<file path="src/rtl/core/amdc_pkg.sv">
package amdc_pkg;

    localparam int LVL_W    = 4;
    localparam int DLT_W    = 7;
    localparam int EXT_W    = 16;
    localparam int SMP_W    = 8;
    localparam int FILL_W   = 12;

    // mixer datapath widths
    localparam int BASE_W   = 8;    // p1 + p2 + tri + 4*noise + delta <= 232
    localparam int HALF_W   = 15;   // rounded half of |extra| <= 16384
    localparam int MIXED_W  = 17;   // signed sum of base and half extra
    localparam int MAG_W    = 15;   // |mixed| <= 16616
    localparam int NUM_W    = 23;   // |mixed| * 255 + 560
    localparam int QUO_W    = 18;   // numerator / 32
    localparam int SMAG_W   = 12;   // scaled magnitude <= 3783
    localparam int MIXO_W   = 13;   // signed scaled mix, -3730 .. 255

    // scale by 255/1120: (mag*255 + 560) >> 5, then divide by 35 by reciprocal
    localparam logic [NUM_W-1:0] SCALE_BIAS = NUM_W'(560);
    localparam int SCALE_PRE_SH = 5;
    localparam int RECIP_W      = 19;
    localparam logic [RECIP_W-1:0] RECIP_35 = RECIP_W'(479350);
    localparam int RECIP_SH     = 24;
    localparam int PROD_W       = QUO_W + RECIP_W;

    // dc tracker, Q8 estimate, 1/64 step
    localparam int EST_W    = 24;
    localparam int EST_FRAC = 8;
    localparam int DC_SH    = 6;
    localparam int CTR_W    = 18;

    localparam logic [SMP_W-1:0] MID_SAMPLE  = SMP_W'(128);
    localparam logic [SMP_W-1:0] SAMPLE_CEIL = SMP_W'(255);
    localparam logic [SMP_W-1:0] ZERO_SAMPLE = SMP_W'(0);

    typedef enum logic {
        OP_PUSH = 1'b0,
        OP_POP  = 1'b1
    } op_t;

    typedef struct packed {
        op_t                     op;
        logic [LVL_W-1:0]        pulse_one;
        logic [LVL_W-1:0]        pulse_two;
        logic [LVL_W-1:0]        triangle_level;
        logic [LVL_W-1:0]        noise_level;
        logic [DLT_W-1:0]        delta_level;
        logic signed [EXT_W-1:0] extra_sample;
        logic                    extra_valid;
    } req_t;

    typedef struct packed {
        op_t                      op;
        logic signed [MIXO_W-1:0] mix;
    } mix_t;

    typedef struct packed {
        logic wr;
        logic rd;
    } ring_cmd_t;

    typedef struct packed {
        logic full;
        logic empty;
    } ring_sts_t;

endpackage

</file>
<file path="src/rtl/core/amdc_mix.sv">
module amdc_mix (
    input  logic            clk,
    input  logic            rst_n,
    input  logic            in_valid,
    output logic            in_ready,
    input  amdc_pkg::req_t  in_item,
    output logic            out_valid,
    input  logic            out_ready,
    output amdc_pkg::mix_t  out_item
);

    localparam int NSTG = 6;

    typedef struct packed {
        amdc_pkg::op_t                     op;
        logic [amdc_pkg::BASE_W-1:0]       base;
        logic signed [amdc_pkg::EXT_W-1:0] extra;
    } s2_t;

    typedef struct packed {
        amdc_pkg::op_t              op;
        logic                       neg;
        logic [amdc_pkg::MAG_W-1:0] mag;
    } s3_t;

    typedef struct packed {
        amdc_pkg::op_t              op;
        logic                       neg;
        logic [amdc_pkg::QUO_W-1:0] quo;
    } s4_t;

    typedef struct packed {
        amdc_pkg::op_t               op;
        logic                        neg;
        logic [amdc_pkg::SMAG_W-1:0] smag;
    } s5_t;

    logic [NSTG-1:0] vld_reg;
    logic [NSTG-1:0] rdy;

    amdc_pkg::req_t s1_reg;
    s2_t            s2_reg, s2_next;
    s3_t            s3_reg, s3_next;
    s4_t            s4_reg, s4_next;
    s5_t            s5_reg, s5_next;
    amdc_pkg::mix_t s6_reg, s6_next;

    logic [amdc_pkg::EXT_W-1:0]   ext_raw;
    logic [amdc_pkg::EXT_W-1:0]   ext_mag;
    logic [amdc_pkg::HALF_W-1:0]  ext_half;
    logic [amdc_pkg::EXT_W-1:0]   half_ext;
    logic [amdc_pkg::MIXED_W-1:0] mixed;
    logic [amdc_pkg::MIXED_W-1:0] mixed_abs;
    logic [amdc_pkg::NUM_W-1:0]   num;
    logic [amdc_pkg::PROD_W-1:0]  prod;
    logic [amdc_pkg::MIXO_W-1:0]  smag_x;

    // ready ripples back from the output through empty stages
    always_comb
    begin
        rdy[NSTG-1] = !vld_reg[NSTG-1] || out_ready;
        for (int k = NSTG - 2; k >= 0; k--)
        begin
            rdy[k] = !vld_reg[k] || rdy[k+1];
        end
    end

    assign in_ready  = rdy[0];
    assign out_valid = vld_reg[NSTG-1];
    assign out_item  = s6_reg;

    // stage 2: base sum and rounded half of the extra sample
    always_comb
    begin
        ext_raw  = s1_reg.extra_sample;
        ext_mag  = ext_raw[amdc_pkg::EXT_W-1] ? (~ext_raw + amdc_pkg::EXT_W'(1)) : ext_raw;
        ext_half = amdc_pkg::HALF_W'(((amdc_pkg::EXT_W+1)'(ext_mag)
                   + (amdc_pkg::EXT_W+1)'(1)) >> 1);
        half_ext = {1'b0, ext_half};
        s2_next.op = s1_reg.op;
        s2_next.base = amdc_pkg::BASE_W'(s1_reg.pulse_one)
                     + amdc_pkg::BASE_W'(s1_reg.pulse_two)
                     + amdc_pkg::BASE_W'(s1_reg.triangle_level)
                     + {2'b00, s1_reg.noise_level, 2'b00}
                     + {1'b0, s1_reg.delta_level};
        if (!s1_reg.extra_valid)
        begin
            s2_next.extra = '0;
        end
        else if (ext_raw[amdc_pkg::EXT_W-1])
        begin
            s2_next.extra = $signed(~half_ext + amdc_pkg::EXT_W'(1));
        end
        else
        begin
            s2_next.extra = $signed(half_ext);
        end
    end

    // stage 3: signed mix and its magnitude
    always_comb
    begin
        mixed = $signed({{(amdc_pkg::MIXED_W-amdc_pkg::BASE_W){1'b0}}, s2_reg.base})
              + $signed({s2_reg.extra[amdc_pkg::EXT_W-1], s2_reg.extra});
        mixed_abs = mixed[amdc_pkg::MIXED_W-1] ? (~mixed + amdc_pkg::MIXED_W'(1)) : mixed;
        s3_next.op  = s2_reg.op;
        s3_next.neg = mixed[amdc_pkg::MIXED_W-1];
        s3_next.mag = mixed_abs[amdc_pkg::MAG_W-1:0];
    end

    // stage 4: mag*255 + 560, then drop the power-of-two part of 1120
    always_comb
    begin
        num = {s3_reg.mag, 8'b0}
            - amdc_pkg::NUM_W'(s3_reg.mag)
            + amdc_pkg::SCALE_BIAS;
        s4_next.op  = s3_reg.op;
        s4_next.neg = s3_reg.neg;
        s4_next.quo = num[amdc_pkg::SCALE_PRE_SH +: amdc_pkg::QUO_W];
    end

    // stage 5: divide by 35 through the reciprocal
    always_comb
    begin
        prod = amdc_pkg::PROD_W'(s4_reg.quo) * amdc_pkg::PROD_W'(amdc_pkg::RECIP_35);
        s5_next.op   = s4_reg.op;
        s5_next.neg  = s4_reg.neg;
        s5_next.smag = prod[amdc_pkg::RECIP_SH +: amdc_pkg::SMAG_W];
    end

    // stage 6: restore sign, clamp above only
    always_comb
    begin
        smag_x = amdc_pkg::MIXO_W'(s5_reg.smag);
        s6_next.op = s5_reg.op;
        if (s5_reg.neg)
        begin
            s6_next.mix = $signed(~smag_x + amdc_pkg::MIXO_W'(1));
        end
        else if (s5_reg.smag > amdc_pkg::SMAG_W'(amdc_pkg::SAMPLE_CEIL))
        begin
            s6_next.mix = $signed(amdc_pkg::MIXO_W'(amdc_pkg::SAMPLE_CEIL));
        end
        else
        begin
            s6_next.mix = $signed(smag_x);
        end
    end

    always_ff @(posedge clk or negedge rst_n)
    begin
        if (!rst_n)
        begin
            vld_reg <= '0;
        end
        else
        begin
            if (rdy[0])
            begin
                vld_reg[0] <= in_valid;
            end
            for (int k = 1; k < NSTG; k++)
            begin
                if (rdy[k])
                begin
                    vld_reg[k] <= vld_reg[k-1];
                end
            end
        end
    end

    always_ff @(posedge clk)
    begin
        if (rdy[0] && in_valid)
        begin
            s1_reg <= in_item;
        end
        if (rdy[1])
        begin
            s2_reg <= s2_next;
        end
        if (rdy[2])
        begin
            s3_reg <= s3_next;
        end
        if (rdy[3])
        begin
            s4_reg <= s4_next;
        end
        if (rdy[4])
        begin
            s5_reg <= s5_next;
        end
        if (rdy[5])
        begin
            s6_reg <= s6_next;
        end
    end

`ifndef ASSERT_OFF
    a_hold_on_stall: assert property (@(posedge clk) disable iff (!rst_n)
        out_valid && !out_ready |=> out_valid && $stable(out_item))
        else $error("mixer output changed while held");

    a_ready_when_empty: assert property (@(posedge clk) disable iff (!rst_n)
        vld_reg == '0 |-> in_ready)
        else $error("empty mixer pipeline refused a request");

    a_accept_enters: assert property (@(posedge clk) disable iff (!rst_n)
        in_valid && in_ready |=> vld_reg[0])
        else $error("accepted request missing from first stage");
`endif

endmodule

</file>
<file path="config.mk">
export PLATFORM = sky130hd
export DESIGN_NAME = amdc_mix
export DESIGN_NICKNAME = d
export VERILOG_FILES = /design/src/rtl/core/amdc_pkg.sv /design/src/rtl/core/amdc_mix.sv
export SDC_FILE = /design/constraint.sdc
export NUM_CORES = 1
export LEC_CHECK = 0
export BUFFER_PORTS_ARGS = -buffer_cell sky130_fd_sc_hd__buf_4
export CAP_MARGIN = 20
export CORE_MARGIN = 5
export CORE_UTILIZATION = 64
export CTS_CLUSTER_SIZE = 24
export DETAILED_ROUTE_END_ITERATION = 10
export PLACE_DENSITY = 0.83
export SLEW_MARGIN = 0
export SYNTH_ARGS = -nofsm -noshare
export SYNTH_HDL_FRONTEND = slang
export SYNTH_SLANG_ARGS = --single-unit
</file>
<file path="constraint.sdc">
create_clock -name clk -period 7.6 [get_ports clk]
set_clock_uncertainty 0.1 [all_clocks]
set_input_delay 1.14 -clock clk [delete_from_list [all_inputs] [get_ports clk]]
set_output_delay 1.14 -clock clk [all_outputs]
set_load 0.03 [all_outputs]
</file>
# Word level (Yosys, flattened, before mapping)
# Index checks and enable logic that the tools add are counted.
# W data, S select, Z words.
[totals]
register_bits = 137
in_bits = 45
[classes]
muxes = 5
add_sub_neg = 12
bitwise_logic = 4
reduce_logical = 14
magnitude_cmp = 1
n_mul = 1
[ops]
columns = ["cell", "n"]
rows = [
  ["$add A16 B1 Y16 const B", 3],
  ["$mul A18 B18 Y35 const B", 1],
  ["$mux W15", 2],
  ["$add A23 B10 Y23 const B", 1],
  ["$sub A23 B15 Y23", 1],
  ["$add A9 B16 Y17", 1],
  ["$mux W16", 1],
  ["$not A15 Y16", 1],
  ["$not A16 Y16", 1],
  ["$add A15 B1 Y15 const B", 1],
  ["$not A15 Y15", 1],
  ["$add A13 B1 Y13 const B", 1],
  ["$mux W13", 1],
  ["$not A12 Y13", 1],
  ["$gt A12 B8 Y1 const B", 1],
  ["$mux W12", 1],
  ["$add A7 B7 Y8", 1],
  ["$add A6 B6 Y7", 1],
  ["$add A5 B4 Y6", 1],
  ["$logic_not A1 Y1", 6],
  ["$logic_or A1 B1 Y1", 6],
  ["$add A4 B4 Y5", 1],
  ["$reduce_and A2 Y1", 1],
  ["$logic_and A1 B1 Y1", 1],
]

# Depth between registers and ports, before layout
[logic_depth]
depth_word = 8
mapped_depth = 22
mapped_depth_nobuf = 22

# Worst setup path after synthesis
# No wires, ideal clock.
[synth_path]
kind = "flip-flop to flip-flop"
startpoint = "reg s4_reg[2] in the netlist's numbering"
endpoint = "reg s5_reg[5] in the netlist's numbering (data pin)"
setup_time_ns = 0.258
period_less_slack_ns = 6.034
t_arrival_ns = 5.676
required_ns = 7.242
path_buffers = 0
slack_ns = 1.566
path_stages_with_launch = 23
cell_sequence = "edfxtp_1 > inv_1 > fa_1 > inv_1 > fa_1 > fa_1 > inv_1 > fa_1 > inv_1 > fa_1 > inv_1 > fa_1 > inv_1 > ha_1 > nand3_1 > nor2_1 > nand4_1 > o32ai_1 > a41oi_1 > a311oi_1 > o21a_1 > nor2_1 > xnor2_1"
[synth_via]
elab_chain_len = 1
[synth_rtl]
columns = ["element", "line", "text"]
rows = [
  ["start: declaration", "amdc_mix.sv:44", "s4_t s4_reg, s4_next;"],
  ["start signal: assignment", "amdc_mix.sv:188", "s4_reg <= s4_next;"],
  ["$mul A18 B18 Y35", "amdc_mix.sv:125", "prod = amdc_pkg::PROD_W'(s4_reg.quo) * amdc_pkg::PROD_W'(amdc_pkg::RECIP_35);"],
  ["net prod (one bit)", "amdc_mix.sv:55", "logic [amdc_pkg::PROD_W-1:0] prod;"],
  ["end signal: assignment", "amdc_mix.sv:192", "s5_reg <= s5_next;"],
  ["end: declaration", "amdc_mix.sv:45", "s5_t s5_reg, s5_next;"],
]
# The timed path passes the listed nets, and every way through them passes these cells.
# A chain may end at the register's enable or synchronous reset.

# Final worst setup path
# Same ends and word-level chain as after synthesis.

==> flow_metrics.env <==
export IMPL_outcome="finished, final reports clean"
export IMPL_vias=8660
export IMPL_die_height_um=151
export IMPL_maxSlewHeadroom=0.323
export IMPL_diodes=0
export IMPL_crit_path_max_incr_delay_ns=0.54
export IMPL_drcViolationCount=0
export IMPL_via_per_inst=5.74
export IMPL_synth_seq_cells=137
export IMPL_synth_distinct_cells=79
export IMPL_synth_top_area_frac=0.308
export IMPL_htreeDepth=4
export IMPL_grt_busiest_layer="met2"
export IMPL_fmax_ghz=0.150
export IMPL_setup_viol=0
export IMPL_hold_viol_final=0
export IMPL_grt_overflow=0
export IMPL_grt_pass1_vias=9092
export IMPL_critPathSlowestCell="fa_1"
export IMPL_syn2layout_area_growth_pct=10.7
export IMPL_cts_hold_buffers_added=0
export IMPL_nFillCells=1406
export IMPL_dp_hpwl_mm=20.2
export IMPL_fin_crit_ns=6.67
export IMPL_ys_warn_count=0
export IMPL_required_ns=7.68
export IMPL_async_flop_share=0.0438
export IMPL_io_pins=61
export IMPL_final_area_um2=14100
export IMPL_grtUsageTotal=0.236
export IMPL_final_core_util=0.723
export IMPL_cts_resized=0
export IMPL_cpLargestDelayFamily="adder cells"
export IMPL_worst_pin_slew_ns=1.01
export IMPL_cp_depth=22
export IMPL_clk_latency_ns=0.43
export IMPL_synth_edf_count=131
export IMPL_critPathArrivalTime_ns=6.75
export IMPL_netlist_top_cells_area="edfxtp_1 31%, ha_1 17%, fa_1 16%"
export IMPL_syn_nets=1491
export IMPL_synth_area_leader_cell="edfxtp_1"
export IMPL_clockBufferDepth=2
export IMPL_setup_worst_path_class="flip-flop to flip-flop"
export IMPL_cts_sinks=137
export IMPL_firstDrtPassIters=5
export IMPL_gp_congestion=0.898
export IMPL_rr_worst_depth=22
export IMPL_synth_most_common_cell="inv_1"
export IMPL_cts_setup_buffers=0
export IMPL_maxCapViolCount=0
export IMPL_drv_slew=0
export IMPL_worstSetupEndpointType="flip-flop"
export IMPL_drt_iter0_drc=526
export IMPL_grt_max_degree=44
export IMPL_drive_gt1_frac=0.0932
export IMPL_antenna_left=0
export IMPL_finalSetupTns_ns=0
export IMPL_cts_tree="yes"
export IMPL_path_buf_inv=6
export IMPL_coreArea_um2=19500
export IMPL_io_buffers=60
export IMPL_initial_core_util=0.654
export IMPL_antenna_found_initial=0
export IMPL_dieArea_um2=22900
export IMPL_fin_crit_sh=0.877
export IMPL_rsz0062_at_grt="false"
export IMPL_path_max_fanout=5
export IMPL_synthCells=1166
export IMPL_postSynthAreaPerCell_um2=10.9
export IMPL_place_area_um2=13500
export IMPL_grt_pass1_wl_mm=42.7
export IMPL_die_w_um=151
export IMPL_wirelength_mm=25.3
export IMPL_grt_util_met1=0.287
export IMPL_hold_path_cell_count=0
export IMPL_synth_area_um2=12800
export IMPL_cts_buffers=17
export IMPL_clockRootBuffer="clkbuf_16"
export IMPL_synth_seq_area_share=0.320
export IMPL_clk_pin_slew_ns=0.06
export IMPL_hold_path_class="flip-flop to flip-flop"
export IMPL_ys_flop_type="edfxtp_1"
export IMPL_met2_usage=0.429
export IMPL_gr_usage_met3=0.0332
export IMPL_wl_per_cell_um=16.7
export IMPL_startpoint_type="flip-flop"
export IMPL_synth_top_cells_by_count="188 x inv_1, 176 x ha_1, 131 x edfxtp_1, 104 x fa_1, 62 x xnor2_1"
export IMPL_placementRows=51
export IMPL_fin_nets=1556
export IMPL_worstPathCellList="inv_1 -> fa_1 -> inv_1 -> fa_1 -> fa_1 -> inv_1 -> fa_1 -> inv_1 -> fa_1 -> inv_1 -> fa_1 -> inv_1 -> ha_1 -> nand3_1 -> nor2_1 -> nand4_1 -> o32ai_1 -> a41oi_1 -> a311oi_1 -> o21a_1 -> nor2_1 -> xnor2_1"
[stage by stage]
stage / setup slack [ns] / hold slack [ns] / std cells
floorplan: 1.57 / 0.300 / 1166
global placement: 1.09 / 0.307 / 1476
detailed placement: 0.949 / 0.306 / 1476
CTS: 0.939 / 0.320 / 1508
global route: 0.579 / 0.335 / 1509
finish: 0.934 / 0.318 / 1509
[cell families after synthesis]
kind of cell / Yosys count / share of synthesized area
AOI/OAI and AO/OA: 195 / 0.108
xor gates and xnor gates: 98 / 0.0678
adders and majority gates: 280 / 0.336
buffers and inverters: 204 / 0.0609
DFF: 137 / 0.320
muxes: 6 / 0.00480
and+or+nand+nor: 246 / 0.103
[final timing paths]
| kind | from | endpoint | slack (ns) |
|---|---|---|---|
| setup / recovery | s4_reg[2] | s5_reg[5] | 0.93 |
| hold / removal | s2_reg[24] | s3_reg[16] | 0.32 |
| setup reg to reg | s4_reg[2] | s5_reg[5] | 0.93 |
| hold reg to reg | s2_reg[24] | s3_reg[16] | 0.32 |
| max in group asynchronous | rst_n | vld_reg[2] | 6.89 |
| min in group asynchronous | rst_n | vld_reg[0] | 0.41 |
[layout by cell type (no fill, tap or decap), types with 4 or more instances in the layout]
| cell type | instances |
|---|---|
| or3_1 | 14 |
| xor2_1 | 35 |
| or2_2 | 6 |
| a211o_1 | 7 |
| and3_1 | 6 |
| o21ai_0 | 20 |
| nand4_1 | 7 |
| dfrtp_1 | 6 |
| nor2_1 | 49 |
| o21bai_1 | 9 |
| a21oi_1 | 44 |
| xnor2_1 | 62 |
| inv_1 | 188 |
| o41ai_1 | 4 |
| inv_6 | 5 |
| a31oi_1 | 11 |
| ha_1 | 176 |
| buf_4 | 61 |
| nor4_1 | 5 |
| nand2_1 | 53 |
| nor3b_1 | 8 |
| nand2b_1 | 12 |
| o221ai_1 | 4 |
| a21o_1 | 23 |
| fa_1 | 104 |
| nand3_1 | 13 |
| o21a_1 | 10 |
| a211oi_1 | 13 |
| mux2i_1 | 5 |
| nor3_1 | 17 |
| and2_1 | 21 |
| o31ai_1 | 7 |
| edfxtp_1 | 131 |
| nor2b_1 | 13 |
| clkbuf_16 | 17 |
| o311ai_0 | 4 |
[layout make-up]
class / instances / area (um2) / area share
flip-flops and latches: 137 / 4080 / 0.289
repair buffers: 62 / 485 / 0.0344
well taps: 265 / 332 / 0.0235
multi-input cells: 825 / 7900 / 0.560
inverters: 188 / 706 / 0.0500
clock inverters: 15 / 188 / 0.0133
clock buffers: 17 / 425 / 0.0301
[routing by layer]
layer	up-vias	wire, um
li1	4192	-
met5	-	0
met4	0	642
met2	227	13500
met3	52	1130
met1	4189	10000
Power is left out: the tool's default activity adds up to more than one toggle a clock period on the data nets, which glitch-free logic cannot reach.
