### config.mk
export PLATFORM = sky130hd
export DESIGN_NAME = amdc_dc
export DESIGN_NICKNAME = d
export VERILOG_FILES = /design/src/rtl/core/amdc_pkg.sv /design/src/rtl/core/amdc_dc.sv
export SDC_FILE = /design/constraint.sdc
export NUM_CORES = 1
export LEC_CHECK = 0
export BUFFER_PORTS_ARGS = -buffer_cell sky130_fd_sc_hd__buf_2
export CELL_PAD_IN_SITES_DETAIL_PLACEMENT = 0
export CELL_PAD_IN_SITES_GLOBAL_PLACEMENT = 1
export CORE_MARGIN = 1.5
export CORE_UTILIZATION = 50
export CTS_CLUSTER_DIAMETER = 60
export DETAILED_ROUTE_END_ITERATION = 7
export PLACE_DENSITY = 0.86
export SKIP_CTS_REPAIR_TIMING = 1
export SLEW_MARGIN = 10
export SYNTH_ARGS = -nofsm -noshare
export SYNTH_HDL_FRONTEND = slang
export SYNTH_SLANG_ARGS = --single-unit
### constraint.sdc
create_clock -name clk -period 19.5 [get_ports clk]
set_input_delay 2.925 -clock clk [delete_from_list [all_inputs] [get_ports clk]]
set_output_delay 2.925 -clock clk [all_outputs]
set_load 0.01 [all_outputs]
### src/rtl/core/amdc_pkg.sv
package amdc_pkg;

    localparam int LVL_W    = 4;
    localparam int DLT_W    = 7;
    localparam int EXT_W    = 16;
    localparam int SMP_W    = 8;
    localparam int FILL_W   = 12;

    // mixer datapath widths
    localparam int BASE_W   = 8;    // p1 + p2 + tri + 4*noise + delta <= 232
    localparam int HALF_W   = 15;   // rounded half of |extra| <= 16384
    localparam int MIXED_W  = 17;   // signed sum of base and half extra
    localparam int MAG_W    = 15;   // |mixed| <= 16616
    localparam int NUM_W    = 23;   // |mixed| * 255 + 560
    localparam int QUO_W    = 18;   // numerator / 32
    localparam int SMAG_W   = 12;   // scaled magnitude <= 3783
    localparam int MIXO_W   = 13;   // signed scaled mix, -3730 .. 255

    // scale by 255/1120: (mag*255 + 560) >> 5, then divide by 35 by reciprocal
    localparam logic [NUM_W-1:0] SCALE_BIAS = NUM_W'(560);
    localparam int SCALE_PRE_SH = 5;
    localparam int RECIP_W      = 19;
    localparam logic [RECIP_W-1:0] RECIP_35 = RECIP_W'(479350);
    localparam int RECIP_SH     = 24;
    localparam int PROD_W       = QUO_W + RECIP_W;

    // dc tracker, Q8 estimate, 1/64 step
    localparam int EST_W    = 24;
    localparam int EST_FRAC = 8;
    localparam int DC_SH    = 6;
    localparam int CTR_W    = 18;

    localparam logic [SMP_W-1:0] MID_SAMPLE  = SMP_W'(128);
    localparam logic [SMP_W-1:0] SAMPLE_CEIL = SMP_W'(255);
    localparam logic [SMP_W-1:0] ZERO_SAMPLE = SMP_W'(0);

    typedef enum logic {
        OP_PUSH = 1'b0,
        OP_POP  = 1'b1
    } op_t;

    typedef struct packed {
        op_t                     op;
        logic [LVL_W-1:0]        pulse_one;
        logic [LVL_W-1:0]        pulse_two;
        logic [LVL_W-1:0]        triangle_level;
        logic [LVL_W-1:0]        noise_level;
        logic [DLT_W-1:0]        delta_level;
        logic signed [EXT_W-1:0] extra_sample;
        logic                    extra_valid;
    } req_t;

    typedef struct packed {
        op_t                      op;
        logic signed [MIXO_W-1:0] mix;
    } mix_t;

    typedef struct packed {
        logic wr;
        logic rd;
    } ring_cmd_t;

    typedef struct packed {
        logic full;
        logic empty;
    } ring_sts_t;

endpackage

### src/rtl/core/amdc_dc.sv
module amdc_dc (
    input  logic                                clk,
    input  logic                                rst_n,
    input  logic                                upd,
    input  logic signed [amdc_pkg::MIXO_W-1:0]  mix,
    output logic [amdc_pkg::SMP_W-1:0]          sample
);

    logic signed [amdc_pkg::EST_W-1:0]                    est_reg, est_next;
    logic signed [amdc_pkg::EST_W:0]                      diff;
    logic signed [amdc_pkg::EST_W-1:0]                    step;
    logic signed [amdc_pkg::EST_W-amdc_pkg::EST_FRAC-1:0] est_int;
    logic signed [amdc_pkg::CTR_W-1:0]                    ctr;

    always_comb
    begin
        diff = (amdc_pkg::EST_W+1)'($signed({mix, {amdc_pkg::EST_FRAC{1'b0}}}))
             - (amdc_pkg::EST_W+1)'(est_reg);
        step     = amdc_pkg::EST_W'(diff >>> amdc_pkg::DC_SH);
        est_next = est_reg + step;
        // floor of the Q8 estimate
        est_int  = $signed(est_next[amdc_pkg::EST_W-1:amdc_pkg::EST_FRAC]);
        ctr = $signed(amdc_pkg::CTR_W'(amdc_pkg::MID_SAMPLE))
            + amdc_pkg::CTR_W'(mix)
            - amdc_pkg::CTR_W'(est_int);
        if (ctr < 0)
        begin
            sample = amdc_pkg::ZERO_SAMPLE;
        end
        else if (ctr > $signed(amdc_pkg::CTR_W'(amdc_pkg::SAMPLE_CEIL)))
        begin
            sample = amdc_pkg::SAMPLE_CEIL;
        end
        else
        begin
            sample = ctr[amdc_pkg::SMP_W-1:0];
        end
    end

    always_ff @(posedge clk or negedge rst_n)
    begin
        if (!rst_n)
        begin
            est_reg <= '0;
        end
        else if (upd)
        begin
            est_reg <= est_next;
        end
    end

endmodule

======== Word level (Yosys, flattened, before mapping) ========
Cells that the tools add are included.
word-level totals
  flip-flop bits (word level) ............. 24
  word-level logic and storage cells ...... 9
  bits of input ports ..................... 16
  output and inout port bits .............. 8
operators by class
  multiplexer cells ....................... 2
  $lt $le $gt $ge ......................... 2
  add/subtract/negate cells ............... 4
operator list
  operator                 number
  $sub A21 B24 Y25         1
  $add A24 B19 Y24         1
  $gt A17 B9 Y1 const B    1
  $lt A17 B1 Y1 const B    1
  $sub A14 B16 Y17         1
  $mux W8                  2
  $add A9 B13 Y14 const A  1

======== Logic depth before layout (Yosys ltp) ========
Gate-level depths: netlist of the first run.
  word-level depth ........................ 6
  mapped depth ............................ 29
  mapped depth without buffers ............ 29

======== Least setup slack after synthesis of the first run ========
Ideal clock, no wire load.
  path type ............................... input to output
  from .................................... in mix[1] (netlist name)
  to ...................................... out sample[0] (netlist name)
  data required time ...................... 16575 ps
  stages .................................. 27
  slack ................................... 7979 ps
  buffers on the path ..................... 0
  data arrival time ....................... 8596 ps
  path through ............................ ha_1 > a21o_1 > a41oi_1 > nor2_1 > nor2_1 > nor2b_1 > o21a_1 > nor2_1 > xnor2_1 > ha_1 > a21oi_1 > o21ai_2 > o41ai_1 > o31ai_2 > a2111o_1 > a31oi_1 > xor2_1 > ha_1 > ha_1 > a21o_1 > a2111oi_1 > o311ai_1 > nand3_1 > a211o_1 > or3_4 > nor4_4 > a21oi_1
on the way
  word-level cells in the longest chain between the ends .. 6
RTL lines
  item                RTL line       text
  start: declaration  amdc_dc.sv:5   input logic signed [amdc_pkg::MIXO_W-1:0] mix,
  $sub A21 B24 Y25    amdc_dc.sv:18  - (amdc_pkg::EST_W+1)'(est_reg);
  $add A24 B19 Y24    amdc_dc.sv:20  est_next = est_reg + step;
  $sub A14 B16 Y17 *  amdc_dc.sv:25  - amdc_pkg::CTR_W'(est_int);
  $gt A17 B9 Y1       amdc_dc.sv:30  else if (ctr > $signed(amdc_pkg::CTR_W'(amdc_pkg::SAMPLE_CEIL)))
  $mux W8             amdc_dc.sv:30
  $mux W8 *           amdc_dc.sv:26  if (ctr < 0)
  end: declaration    amdc_dc.sv:6   output logic [amdc_pkg::SMP_W-1:0] sample
Mark *: on every way between the ends. The rest lies on a longest branch, timed or not.

======== Worst setup path in the final report of the first run ========
Ends and elaborated chain as after synthesis.

==> flow_summary_export.csv, run 1 <==
group,metric,value,unit
global_routing,grt-ovfl-total,0,
sta,fin_worst_skew,0.00389,ns
layout,nFillCells,716,
job,drv_cap,0,
worst_setup_path,slowest_stage,"a41oi_1",
place,dp_hpwl,7.38,mm
floorplanning,core_area,7370,um2
detailed_routing,vias,3376,
synth,synth_cells,456,
worst_setup_path,slowest_delay,0.44,ns
global_routing,grt_pass1_vias,3319,
sta,hold_viol,0,
floorplanning,die_w,91.0,um
synth,synth_top_area_cell,"ha_1",
floorplanning,rows,31,
synth,synth_seq_cells,24,
layout,largest_reg_flops,24,
detailed_routing,ant_nets,0,
worst_setup_path,worstPathRequired,16.57,ns
clocking,cts_buffers,3,
synth,netlist-cell-type-count,66,
worst_setup_path,arrival,9.75,ns
clocking,htreeDepth,1,
sta,setup_viol,0,
place,placedCellCount,574,
sta,finalCritPeriodShare,65.0,%
synth,synth_nets,548,
layout,nets,572,
layout,seq_area,601,um2
worst_setup_path,critPathKind,"input port to primary output",
sta,tightest_slew,0.773,ns
floorplanning,die-area,8290,um2
sta,max_freq,78.9,MHz
detailed_routing,routed_via_density,5.84,
sta,rsz0062_at_grt,"false",
global_routing,grt_pass1_wl,15.2,mm
worst_setup_path,path_max_fanout,8,
layout,mostFrequentLayoutCells,"ha_1 (74), inv_1 (41), a21oi_1 (40)",
floorplanning,die_h,91.0,um
synth,ys_seq_area_share,15.5,%
worst_hold_path,holdCritPathClass,"flop to flop",
global_routing,antenna_found_initial,0,
global_routing,grt_usage,22.3,%
layout,antennaDiodeCount,0,
floorplanning,start_util,52.6,%
layout,stdcell_count,578,
sta,min_period,12.67,ns
clocking,clock_sinks,24,
synth,syn_area,3870,um2
clocking,clockBufferDepth,2,
worst_setup_path,cp-end-kind,"primary output",
clocking,cts.clk_slew.worst_paths,0.10,ns
place,portBuffers,23,
sta,slew_violations,0,
detailed_routing,drt_pre_antenna_iters,6,
global_routing,grt_max_degree,31,
layout,final_util,56.6,%
detailed_routing,wl_per_cell,15.4,um
detailed_routing,drc,0,
synth,ys_top_cells_by_area,"ha_1 (24%), dfrtp_1 (15%), xnor2_1 (7.2%), a21oi_1 (5.2%), inv_1 (4.0%)",
layout,multiInputGateArea,3100,um2
synth,ys.flop_type,"dfrtp_1",
layout,drive_gt1_share,12.1,%
layout,mostFrequentLayoutCell,"ha_1",
place,gp_congestion,0.854,
run_status,status,"complete, no violations",
worst_setup_path,crit_path_frequent_cell,"ha_1",
detailed_routing,drtIter0Drc,128,
sta,max_slew_margin,48.5,%
synth,yosysWarnings,0,
synth,synth_top_area_share,23.9,%
worst_setup_path,critPathLaunchType,"input port",
clocking,clk_latency,0.28,ns
detailed_routing,routed_wl,8.88,mm
clocking,root_buffer,"clkbuf_8",
layout,synthToLayoutAreaGrowth,7.59,%
synth,synth-edff-count,0,
synth,async_reset_ff_share,100,%
floorplanning,io_pins,24,
sta,setup_tns,0,ns
synth,syn_avg_cell_area,8.50,um2
clocking,cts_tree,"built",
stage by stage:
stage / setup slack (ns) / hold slack (ns) / area, um2
6_report: 6.83 / 0.497 / 4170
5_1_grt: 6.20 / 0.533 / 4170
3_3_place_gp: 6.97 / 0.464 / 4100
4_1_cts: 6.87 / 0.501 / 4170
2_1_floorplan: 7.98 / 0.445 / 3870
3_5_place_dp: 6.91 / 0.488 / 4100
final cells by class:
class                           count  area share, %
Multi-Input combinational cell    387           74.5
Clock buffer                        3          0.990
Inverter                           41           3.69
Timing Repair Buffer               23           2.76
Clock inverter                      1          0.720
Tap cell                           99           2.97
Sequential cell                    24           14.4
critical path, delay by kind of cell:
| kind | cells | cell delay, ns |
|---|---|---|
| AOI/OAI and AO/OA | 14 | 3.32 |
| and+or+nand+nor | 7 | 1.38 |
| adders and majority gates | 4 | 1.35 |
| xor gates and xnor gates | 2 | 0.45 |
| buffers and inverters | 2 | 0.29 |
final timing paths:
check,from,endpoint,slack [ns],depth (start not counted)
max,mix[1],sample[0],6.83,29
min,est_reg[23]$_DFFE_PN0P_,est_reg[23]$_DFFE_PN0P_,0.50,1
max reg2reg,est_reg[9]$_DFFE_PN0P_,est_reg[20]$_DFFE_PN0P_,14.85,19
min reg2reg,est_reg[23]$_DFFE_PN0P_,est_reg[23]$_DFFE_PN0P_,0.50,1
max in group asynchronous,rst_n,est_reg[21]$_DFFE_PN0P_,16.47,1
min in group asynchronous,rst_n,est_reg[3]$_DFFE_PN0P_,2.64,1
cell families after synthesis:
logic type,after synthesis,synth area share (%)
AO/OA/AOI/OAI,135,24.8
AND/OR/NAND/NOR,113,15.3
adder cells (fa/ha/maj),76,24.9
buffers and inverters,45,4.39
XOR/XNOR,44,9.95
flip-flops,24,15.5
multiplexers,19,5.17
layer usage:
layer	GRT usage (%)	share of wire (%)	vias to the layer above	wire, um
met3	2.26	3.6	17	321
met1	31.4	51	1555	4540
met2	35.6	43	72	3830
met5	0	0	-	0
met4	7.16	2.1	0	190
li1	-	-	1732	-
synth_stat cells (all sizes together), types with 3 or more instances:
library cell / n
ha: 74
a21oi: 43
inv: 41
xnor2: 32
nor2: 28
o21ai: 25
dfrtp: 24
nand2: 23
a21o: 17
nand3: 14
xor2: 12
mux2i: 11
mux2: 8
a211oi: 7
a31oi: 7
nor2b: 7
and3: 6
nor3: 6
nor3b: 5
nor4: 5
o31ai: 5
a211o: 4
or2: 4
a2111oi: 3
a311oi: 3
nand2b: 3
nand4: 3
o21a: 3
Power of run 1 is not shown: default switching activity piles up to over one toggle a cycle in this logic, so the estimate is an artifact.
==> inputs of run 2 (changes only) <==
--- a/config.mk
+++ b/config.mk
@@ -9,10 +9,10 @@
 export CELL_PAD_IN_SITES_DETAIL_PLACEMENT = 0
 export CELL_PAD_IN_SITES_GLOBAL_PLACEMENT = 1
 export CORE_MARGIN = 1.5
-export CORE_UTILIZATION = 50
+export CORE_UTILIZATION = 48
 export CTS_CLUSTER_DIAMETER = 60
 export DETAILED_ROUTE_END_ITERATION = 7
-export PLACE_DENSITY = 0.86
+export PLACE_DENSITY = 0.83
 export SKIP_CTS_REPAIR_TIMING = 1
 export SLEW_MARGIN = 10
 export SYNTH_ARGS = -nofsm -noshare
==> constraint.sdc (replaced) <==
create_clock -name clk -period 12.4 [get_ports clk]
set_input_delay 1.86 -clock clk [delete_from_list [all_inputs] [get_ports clk]]
set_output_delay 1.86 -clock clk [all_outputs]
set_load 0.01 [all_outputs]
==> flow_summary_export.csv, run 2 (same netlist as run 1, synthesis figures left out) <==
group,metric,value,unit
worst_setup_path,cp-end-kind,"primary output",
sta,finalCritPeriodShare,84.8,%
floorplanning,core_area,7770,um2
layout,antennaDiodeCount,0,
worst_setup_path,worstPathRequired,10.54,ns
global_routing,grt-ovfl-total,0,
sta,slew_violations,0,
place,portBuffers,23,
worst_setup_path,path_max_fanout,8,
worst_setup_path,crit_path_frequent_cell,"ha_1",
worst_setup_path,arrival,8.66,ns
floorplanning,rows,32,
layout,nets,572,
clocking,cts_buffers,3,
worst_setup_path,critPathLaunchType,"input port",
detailed_routing,ant_nets,0,
global_routing,grt_usage,22.2,%
place,placedCellCount,577,
layout,synthToLayoutAreaGrowth,7.68,%
clocking,clock_sinks,24,
layout,mostFrequentLayoutCell,"ha_1",
sta,max_freq,95.1,MHz
run_status,status,"complete, no violations",
place,gp_congestion,0.873,
sta,setup_tns,0,ns
sta,setup_viol,0,
worst_hold_path,holdCritPathClass,"flop to flop",
layout,mostFrequentLayoutCells,"ha_1 (74), inv_1 (41), a21oi_1 (40)",
detailed_routing,routed_wl,9.21,mm
detailed_routing,wl_per_cell,15.9,um
sta,min_period,10.52,ns
global_routing,grt_pass1_wl,15.3,mm
floorplanning,die_w,92.9,um
detailed_routing,routed_via_density,5.83,
detailed_routing,drc,0,
global_routing,grt_pass1_vias,3305,
worst_setup_path,slowest_delay,0.44,ns
floorplanning,die-area,8620,um2
global_routing,grt_max_degree,31,
clocking,htreeDepth,1,
detailed_routing,vias,3388,
worst_setup_path,slowest_stage,"a41oi_1",
floorplanning,start_util,49.9,%
floorplanning,io_pins,24,
clocking,cts_tree,"built",
global_routing,antenna_found_initial,0,
layout,drive_gt1_share,12.1,%
sta,layout_setup_ws,1.88,ns
worst_setup_path,critPathKind,"input port to primary output",
sta,max_slew_margin,49.7,%
layout,stdcell_count,581,
sta,fin_worst_skew,0.00886,ns
worst_setup_path,crit_start,"mix[1]",
floorplanning,die_h,92.9,um
layout,largest_reg_flops,24,
job,drv_cap,0,
worst_setup_path,r2r_start,"est_reg[9]$_DFFE_PN0P_",
sta,hold_viol,0,
worst_hold_path,min_from,"est_reg[23]$_DFFE_PN0P_",
place,dp_hpwl,7.51,mm
clocking,root_buffer,"clkbuf_8",
clocking,clockBufferDepth,2,
sta,tightest_slew,0.755,ns
clocking,clk_latency,0.29,ns
detailed_routing,drtIter0Drc,153,
sta,rsz0062_at_grt,"false",
clocking,cts.clk_slew.worst_paths,0.10,ns
detailed_routing,drt_pre_antenna_iters,4,
place,post-place-ws,1.95,ns
-- run 2: cell counts in the layout (fill, tap and decap cells not counted) --
No cell type changed its count.
-- run 2: path summary, 6_finish.rpt --
kind                                      endpoint  slack (ns)  cells after the start
max in group asynchronous  est_reg[15]$_DFFE_PN0P_       10.40                      1
max reg2reg                est_reg[20]$_DFFE_PN0P_        7.71                     19
max                                      sample[0]        1.88                     29
min                        est_reg[23]$_DFFE_PN0P_        0.47                      1
min in group asynchronous   est_reg[0]$_DFFE_PN0P_        1.58                      1
min reg2reg                est_reg[23]$_DFFE_PN0P_        0.47                      1
-- run 2: worst max-delay path: cells and delay by family --
family                     cells  cell delay, ns
buffers and inverters          2            0.28
xor gates and xnor gates       2            0.45
and+or+nand+nor                7            1.37
AOI/OAI and AO/OA             14            3.36
adders and majority gates      4            1.34
-- run 2: final cells by class --
| cell class | count | area (um2) |
|---|---|---|
| Inverter | 41 | 154 |
| Fill cell | 773 | 3590 |
| Timing Repair Buffer | 23 | 115 |
| Tap cell | 102 | 128 |
| Clock buffer | 3 | 41.3 |
| Clock inverter | 1 | 30.0 |
| Multi-Input combinational cell | 387 | 3100 |
| Sequential cell | 24 | 601 |
-- run 2: stage by stage --
stage / cell area [um2] / hold WS [ns] / utilization, %
2_1_floorplan: 3870 / 0.445 / -
3_3_place_gp: 4100 / 0.463 / 52.8
3_5_place_dp: 4100 / 0.465 / 52.8
4_1_cts: 4170 / 0.481 / 53.7
5_1_grt: 4170 / 0.487 / 53.7
6_report: 4170 / 0.473 / 53.7
-- run 2: routing by layer --
layer | track usage, % | up-vias | routed length (um) | part of all wire [%]
met4 | 4.29 | 0 | 83 | 0.90
li1 | - | 1728 | - | -
met2 | 38.1 | 84 | 4230 | 46
met3 | 1.40 | 6 | 480 | 5.2
met5 | 0 | - | 0 | 0
met1 | 30.6 | 1570 | 4420 | 48
Power of run 2 is left out for the same reason.
==> inputs of run 3 (changes only) <==
--- a/config.mk
+++ b/config.mk
@@ -9,10 +9,10 @@
 export CELL_PAD_IN_SITES_DETAIL_PLACEMENT = 0
 export CELL_PAD_IN_SITES_GLOBAL_PLACEMENT = 1
 export CORE_MARGIN = 1.5
-export CORE_UTILIZATION = 48
+export CORE_UTILIZATION = 43
 export CTS_CLUSTER_DIAMETER = 60
 export DETAILED_ROUTE_END_ITERATION = 7
-export PLACE_DENSITY = 0.83
+export PLACE_DENSITY = 0.79
 export SKIP_CTS_REPAIR_TIMING = 1
 export SLEW_MARGIN = 10
 export SYNTH_ARGS = -nofsm -noshare
==> constraint.sdc (replaced) <==
create_clock -name clk -period 9.55 [get_ports clk]
set_input_delay 1.4325 -clock clk [delete_from_list [all_inputs] [get_ports clk]]
set_output_delay 1.4325 -clock clk [all_outputs]
set_load 0.01 [all_outputs]
==> flow_summary_export.csv, run 3 (same netlist as run 1, synthesis figures left out) <==
group,metric,value,unit
detailed_routing,drt_pre_antenna_iters,4,
place,portBuffers,23,
run_status,status,"complete, no violations",
clocking,root_buffer,"clkbuf_8",
sta,finalCritPeriodShare,94.9,%
place,dp_hpwl,7.48,mm
sta,tightest_slew,0.771,ns
sta,slew_violations,0,
clocking,cts_tree,"built",
detailed_routing,routed_wl,9.09,mm
layout,synthToLayoutAreaGrowth,9.49,%
sta,hold_viol,0,
layout,antennaDiodeCount,0,
floorplanning,start_util,44.4,%
layout,final_util,48.7,%
layout,stdcell_count,592,
floorplanning,die-area,9590,um2
floorplanning,die_w,97.9,um
clocking,htreeDepth,1,
worst_setup_path,path_max_fanout,8,
layout,mostFrequentLayoutCell,"ha_1",
place,gp_congestion,0.882,
clocking,clk_latency,0.28,ns
sta,setup_viol,0,
floorplanning,rows,34,
sta,max_slew_margin,48.6,%
detailed_routing,drc,0,
global_routing,grt_pass1_wl,15.5,mm
worst_setup_path,critPathLaunchType,"input port",
layout,stdcell_area,4240,um2
sta,rsz0062_at_grt,"false",
layout,mostFrequentLayoutCells,"ha_1 (74), inv_1 (41), a21oi_1 (40)",
detailed_routing,wl_per_cell,15.3,um
global_routing,grt-ovfl-total,0,
worst_setup_path,worstPathRequired,8.12,ns
worst_hold_path,holdCritPathClass,"flop to flop",
place,placedCellCount,587,
sta,max_freq,110,MHz
place,dpl-instance-area,4140,um2
global_routing,grt_pass1_vias,3289,
floorplanning,core_area,8720,um2
clocking,cts_buffers,3,
global_routing,grt_max_degree,31,
detailed_routing,routed_via_density,5.67,
layout,largest_reg_flops,24,
sta,min_period,9.06,ns
layout,drive_gt1_share,13.8,%
job,drv_cap,0,
clocking,clockBufferDepth,2,
worst_setup_path,critPathKind,"input port to primary output",
clocking,clock_sinks,24,
detailed_routing,vias,3359,
clocking,cts.clk_slew.worst_paths,0.10,ns
global_routing,grt_usage,19.5,%
floorplanning,die_h,97.9,um
floorplanning,io_pins,24,
detailed_routing,ant_nets,0,
sta,fin_worst_skew,0.0115,ns
layout,nFillCells,870,
global_routing,antenna_found_initial,0,
worst_setup_path,arrival,7.63,ns
detailed_routing,drtIter0Drc,151,
worst_setup_path,cp-end-kind,"primary output",
layout,nets,577,
[run 3: cell count changes in the layout (fill, tap and decap cells not counted), sizes merged]
| cell | change |
|---|---|
| buf | +5 |
[run 3: layout make-up]
| cell class | count | area (um2) | area share, % |
|---|---|---|---|
| Clock buffer | 3 | 41.3 | 0.973 |
| Clock inverter | 1 | 30.0 | 0.708 |
| Inverter | 41 | 154 | 3.63 |
| Multi-Input combinational cell | 387 | 3130 | 73.8 |
| Sequential cell | 24 | 601 | 14.2 |
| Tap cell | 108 | 135 | 3.18 |
| Timing Repair Buffer | 28 | 153 | 3.60 |
[run 3: path summary, 6_finish.rpt]
check,slack [ns],end,depth (start not counted),from
max,0.49,sample[1],28,mix[1]
min,0.50,est_reg[23]$_DFFE_PN0P_,1,est_reg[23]$_DFFE_PN0P_
max in group asynchronous,8.01,est_reg[20]$_DFFE_PN0P_,1,rst_n
min in group asynchronous,1.14,est_reg[2]$_DFFE_PN0P_,1,rst_n
min reg2reg,0.50,est_reg[23]$_DFFE_PN0P_,1,est_reg[23]$_DFFE_PN0P_
max reg2reg,5.06,est_reg[20]$_DFFE_PN0P_,15,est_reg[7]$_DFFE_PN0P_
[run 3: per-stage QoR]
stage                     hold slack (ns)  setup WS [ns]  setup TNS [ns]
after floorplan                     0.445           1.01               0
after global placement              0.462          0.135               0
after detailed placement            0.486         0.0319               0
after CTS                           0.501        -0.0196          -0.113
after global routing                0.521         0.0384               0
final                               0.498          0.486               0
[run 3: metal layers]
metal | routed length [um] | up-vias | global-route usage (%)
li1 | - | 1742 | -
met1 | 4660 | 1575 | 27.4
met2 | 4100 | 34 | 32.8
met3 | 225 | 8 | 1.50
met4 | 99 | 0 | 4.07
met5 | 0 | - | 0
[run 3: critical path, cell delays in order]
cell	delay, ns
buf_2	0.11
ha_1	0.33
a21o_1	0.15
a41oi_2	0.06
buf_4	0.20
o31ai_2	0.32
a21oi_1	0.14
xnor2_1	0.32
ha_1	0.38
a21oi_2	0.18
o21ai_2	0.10
a2111oi_4	0.37
o31ai_2	0.17
a2111o_1	0.40
a31oi_1	0.20
xor2_1	0.28
ha_1	0.29
ha_1	0.39
a21o_1	0.20
a2111oi_2	0.09
o311ai_1	0.24
nand3_1	0.12
a211o_1	0.24
or3_4	0.39
nor4_4	0.12
buf_4	0.19
a21oi_1	0.07
buf_2	0.13
Power of run 3 is left out for the same reason.
